### src/rtl/core/npbs_pkg.sv
`timescale 1ns / 1ps

package npbs_pkg;

    localparam int PALETTE_DEPTH = 256;
    localparam int LEVEL_COUNT   = 16;

    localparam int ADDR_W    = $clog2(PALETTE_DEPTH);
    localparam int INDEX_W   = 8;
    localparam int CHAN_W    = 8;
    localparam int ENTRY_W   = 3 * CHAN_W;
    localparam int LEVEL_W   = 4;
    localparam int COUNT_W   = 9;
    localparam int CFG_IDX_W = 2;
    localparam int CFG_DAT_W = 9;
    localparam int SQ_W      = 2 * CHAN_W;
    localparam int BLEND_W   = SQ_W + LEVEL_W;
    localparam int DSQ_W     = 2 * BLEND_W;
    localparam int ERR_W     = 42;

    localparam logic [LEVEL_W-1:0] LEVEL_MAX = LEVEL_W'(LEVEL_COUNT - 1);
    localparam logic [COUNT_W-1:0] DEPTH_CNT = COUNT_W'(PALETTE_DEPTH);

    localparam logic CMD_LOAD  = 1'b0;
    localparam logic CMD_QUERY = 1'b1;

    localparam logic [CFG_IDX_W-1:0] CFG_BASE_RED   = 2'd0;
    localparam logic [CFG_IDX_W-1:0] CFG_BASE_GREEN = 2'd1;
    localparam logic [CFG_IDX_W-1:0] CFG_BASE_BLUE  = 2'd2;
    localparam logic [CFG_IDX_W-1:0] CFG_PAL_COUNT  = 2'd3;

    typedef struct packed {
        logic              accept_load;
        logic              accept_query;
        logic              src_read;
        logic              src_square;
        logic              blend_calc;
        logic              scan_init;
        logic              scan_issue;
        logic [ADDR_W-1:0] scan_addr;
        logic              out_load;
    } ctrl_cmd_t;

    typedef struct packed {
        logic              quick;
        logic              pipe_busy;
        logic [ADDR_W-1:0] last_addr;
    } dp_status_t;

endpackage

### src/rtl/core/npbs_ctrl.sv
`timescale 1ns / 1ps

module npbs_ctrl (
    input  logic                   clk,
    input  logic                   rst_n,
    input  logic                   in_valid,
    input  logic                   in_cmd,
    output logic                   in_ready,
    input  logic                   out_ready,
    output logic                   out_valid,
    input  npbs_pkg::dp_status_t   st,
    output npbs_pkg::ctrl_cmd_t    cm
);

    typedef enum logic [2:0] {
        S_IDLE,
        S_SRC_RD,
        S_SRC_SQ,
        S_BLEND,
        S_SCAN,
        S_DRAIN,
        S_FINISH
    } state_t;

    state_t                      state_reg, state_next;
    logic [npbs_pkg::ADDR_W-1:0] cnt_reg, cnt_next;
    logic                        out_valid_reg, out_valid_next;

    always_comb
    begin
        state_next     = state_reg;
        cnt_next       = cnt_reg;
        out_valid_next = out_valid_reg & ~out_ready;
        in_ready       = 1'b0;
        cm             = '0;
        cm.scan_addr   = cnt_reg;
        unique case (state_reg)
            S_IDLE:
            begin
                in_ready = 1'b1;
                if (in_valid)
                begin
                    if (in_cmd == npbs_pkg::CMD_QUERY)
                    begin
                        cm.accept_query = 1'b1;
                        state_next      = st.quick ? S_FINISH : S_SRC_RD;
                    end
                    else
                    begin
                        cm.accept_load = 1'b1;
                    end
                end
            end
            S_SRC_RD:
            begin
                cm.src_read = 1'b1;
                state_next  = S_SRC_SQ;
            end
            S_SRC_SQ:
            begin
                cm.src_square = 1'b1;
                state_next    = S_BLEND;
            end
            S_BLEND:
            begin
                cm.blend_calc = 1'b1;
                cm.scan_init  = 1'b1;
                cnt_next      = '0;
                state_next    = S_SCAN;
            end
            S_SCAN:
            begin
                cm.scan_issue = 1'b1;
                if (cnt_reg == st.last_addr)
                begin
                    state_next = S_DRAIN;
                end
                else
                begin
                    cnt_next = cnt_reg + npbs_pkg::ADDR_W'(1);
                end
            end
            S_DRAIN:
            begin
                if (!st.pipe_busy)
                begin
                    state_next = S_FINISH;
                end
            end
            S_FINISH:
            begin
                if (!out_valid_reg || out_ready)
                begin
                    cm.out_load    = 1'b1;
                    out_valid_next = 1'b1;
                    state_next     = S_IDLE;
                end
            end
            default:
            begin
                state_next = S_IDLE;
            end
        endcase
    end

    always_ff @(posedge clk or negedge rst_n)
    begin
        if (!rst_n)
        begin
            state_reg     <= S_IDLE;
            cnt_reg       <= '0;
            out_valid_reg <= 1'b0;
        end
        else
        begin
            state_reg     <= state_next;
            cnt_reg       <= cnt_next;
            out_valid_reg <= out_valid_next;
        end
    end

    assign out_valid = out_valid_reg;

endmodule

### config.mk
export PLATFORM = sky130hd
export DESIGN_NAME = npbs_ctrl
export DESIGN_NICKNAME = d
export VERILOG_FILES = /design/src/rtl/core/npbs_pkg.sv /design/src/rtl/core/npbs_ctrl.sv
export SDC_FILE = /design/constraint.sdc
export NUM_CORES = 1
export LEC_CHECK = 0
export ABC_AREA = 1
export BUFFER_PORTS_ARGS = -buffer_cell sky130_fd_sc_hd__clkbuf_2
export CAP_MARGIN = 20
export CORE_ASPECT_RATIO = 1.1
export CORE_MARGIN = 1
export CORE_UTILIZATION = 28
export CTS_BUF_LIST = sky130_fd_sc_hd__clkbuf_8
export DETAILED_ROUTE_END_ITERATION = 10
export PLACE_DENSITY_LB_ADDON = 0.15
export SYNTH_ARGS = -nofsm -noshare
export SYNTH_HDL_FRONTEND = slang
export SYNTH_SLANG_ARGS = --single-unit
### constraint.sdc
create_clock -name clk -period 1.45 [get_ports clk]
set_input_delay 0.2175 -clock clk [delete_from_list [all_inputs] [get_ports clk]]
set_output_delay 0.2175 -clock clk [all_outputs]
set_load 0.1 [all_outputs]
==> summary.md <==
| Metric | Value |
|---|---|
| Run status | `finished, violations left` |
| Failing checks | `DRC, setup timing` |
| Global Route Usage Sum | `0.1558` |
| Buffers on Ports | `32` |
| NumNets Final | `218` |
| Async set or reset register ratio after synthesis | `1.000` |
| Hold Crit Start | `out_ready` |
| Mean area per synthesized cell | `6.412 sq um` |
| Flop2flop setup slack | `0.07 ns` |
| Starting DRT DRC Count | `36` |
| Syn. warnings | `0` |
| Hold Crit Depth | `3` |
| Cell Area, Synth | `923.4 sq um` |
| Vias per inst | `4.579` |
| Final Hold Fails | `0` |
| Number of flip-flops in the largest register | `8` |
| CP max stage delay | `0.42 ns` |
| Die Y | `62.23 microns` |
| Reg area | `316.6 sq um` |
| First-pass GRT wire length | `4305 microns` |
| H-Tree Level Count | `1` |
| Prevailing post-synth register cell | `dfrtp_1` |
| Max-Slew Margin vs Limit | `0.7768` |
| FF+latch count, synth | `12` |
| DP HPWL | `1941 microns` |
| CP endpoint kind | `primary output` |
| Worst r2r dst | `state_reg[0]` |
| Post-synth EDFFs | `0` |
| Achievable Freq | `664.1 MHz` |
| Post-layout min period | `1.506 ns` |
| Total grt overflow | `0` |
| Detailed-route wire length per cell | `10.97 microns` |
| Most frequent cell after synthesis | `nand2_1` |
| Crit start category | `flip-flop` |
| IO Pins | `33` |
| Ant. Diodes | `0` |
| VDD IR max | `0.001284 V` |
| Clock transition at path regs | `0.06 ns` |
| Final Skew | `0.003833 ns` |
| Clk sinks | `12` |
| # DRC | `6` |
| # rows | `21` |
| Number of global-route vias before repair | `1,001` |
| Seq/Total Area, Yosys | `0.3252` |
| Drt total wl | `2578 microns` |
| Final Max Slew Viols | `0` |
| Gate Count Post-Synth | `144` |
| Final TNS setup | `-0.2169 ns` |
| # fillers | `308` |
| WS Path Type | `flip-flop to primary output` |
| Hold EP | `out_valid` |
| Setup slack after layout | `-0.05589 ns` |
| CTS tree | `done` |
| RR Startpoint | `state_reg[0]` |
| Final RePlAce weighted congestion | `0.8355` |
| Via count | `1,076` |
| Actual slew at the worst max-slew pin | `0.3348 ns` |
| Pwr/cell area | `1961 nW/um^2` |
| Top cell type's share of synthesized area | `0.3252` |
| Clock root buffer | `clkbuf_8` |
| Multi-input gate area | `650.6 sq um` |
| Core Area | `3100 sq um` |
| Syn_nets | `160` |
| Crit path max fanout | `3` |
| Worst-skew pair later-pin latency | `0.24 ns` |
| CTS Buffer Depth | `2` |
| Share of layout cells above drive strength 1 | `0.5224` |
| Area leader, netlist | `dfrtp_1` |
| Top cells by area, synth | `dfrtp_1 (33%), nand2_1 (21%), nand3_1 (10%)` |
| LEAKAGE | `0.8223 nW` |
| RSZ-0062 raised after global routing | `yes` |
| Max Cap Viol | `0` |
| Drt pass-1 iters | `7` |
| Netlist cell types | `21` |
| Pre-CTS setup slack | `-0.05075 ns` |
| Largest net degree at the start of global routing | `13` |
| Die X | `56.76 microns` |
| Initial core utilization | `0.2978` |
| WP data required | `1.23 ns` |
| Setup-failing EPs final | `7` |
| Hold WC Path Type | `input port to flip-flop` |
| WP data arrival | `1.29 ns` |
| Area growth syn-to-layout | `80.22%` |
| R2R depth | `9` |
| ANT nets after route | `0` |
| Post-synth top cells | `nand2_1 (51), nand3_1 (19), inv_1 (18), nor2_1 (14), dfrtp_1 (12)` |
| CTS buffer count | `3` |
| Final period util | `1.039` |
| Critical-path top delay cell | `dfrtp_1` |
| DIE AREA | `3532 sq um` |
| Worst path cell trace | `buf_4, nand3_2, clkinvlp_4, buf_12` |
| Initial antenna violation count | `0` |
[cells by family (layout without fill, tap and decap cells)]
logic type,Yosys count,count (layout),share of synthesized area
compound gates,5,5,0.03117
xor+xnor,6,6,0.05691
fa+ha+maj,1,1,0.01355
buf+inv,25,82,0.1192
flops,12,12,0.3252
simple gates,95,95,0.4539
[where the power goes]
group / internal, mW / switching [mW] / total (mW)
Combinational: 0.885 / 1.51 / 2.39
Clock: 0.187 / 0.124 / 0.311
Sequential: 0.425 / 0.134 / 0.559
[how the worst max path moves through the flow]
stage | startpoint | end | slack, ns
after floorplan | state_reg[2] | cm[15] | -0.55
after global placement | cnt_reg[7] | cnt_reg[6] | -0.01
after detailed placement | cnt_reg[7] | cnt_reg[6] | -0.05
after CTS | state_reg[0] | cm[9] | -0.06
after global routing | state_reg[2] | cm[15] | -0.12
final | state_reg[1] | cm[10] | -0.06
[cell usage in the layout (no fill, tap or decap), drive strengths merged, types with 2 or more instances in the layout]
cell,instances
clkinvlp,2
nand2,53
clkbuf,17
nand3,20
dfrtp,12
or2,2
a21oi,3
nor3,4
xnor2,6
nor2,15
inv,20
buf,42
[metrics by stage]
step	utilization	area, sq um	hold slack [ns]	power (mW)	std cells
after CTS	0.4968	1540	0.2461	3.117	229
after floorplan	-	1020	-0.07809	2.038	144
final	0.5367	1664	0.2454	3.264	235
after global routing	0.5367	1664	0.2635	3.441	235
after global placement	0.4617	1431	0.1325	2.656	220
after detailed placement	0.4617	1431	0.1311	2.678	220
[per-layer routing]
| metal | part of all wire | global-route usage | wire (microns) | up-vias |
|---|---|---|---|---|
| met2 | 0.50 | 0.2500 | 1286 | 25 |
| met1 | 0.45 | 0.2083 | 1153 | 486 |
| met4 | 0.011 | 0.06707 | 29 | 0 |
| met5 | 0 | 0 | 0 | - |
| met3 | 0.042 | 0.02083 | 107 | 4 |
| li1 | - | - | - | 561 |
[critical path, delay by kind of cell (launching register included)]
family | cells | cell delay (ns)
buf+inv | 3 | 0.50
flops | 1 | 0.42
simple gates | 1 | 0.13
[layout make-up]
class                   count  share of cell area
clock inverters             1            0.002256
repair buffers             57              0.3098
inverters                  21             0.05639
multi-input cells         107              0.3910
clock buffers               3             0.02481
well taps                  34             0.02556
flip-flops and latches     12              0.1902
[timing repair]
item	CTS	global route
pin swaps	5	8
hold buffers	1	0
buffers inserted	4	6
hold endpoints to repair	12	0
setup endpoints to repair	17	19
resized for setup	6	19
(Power assumes the default switching activity.)
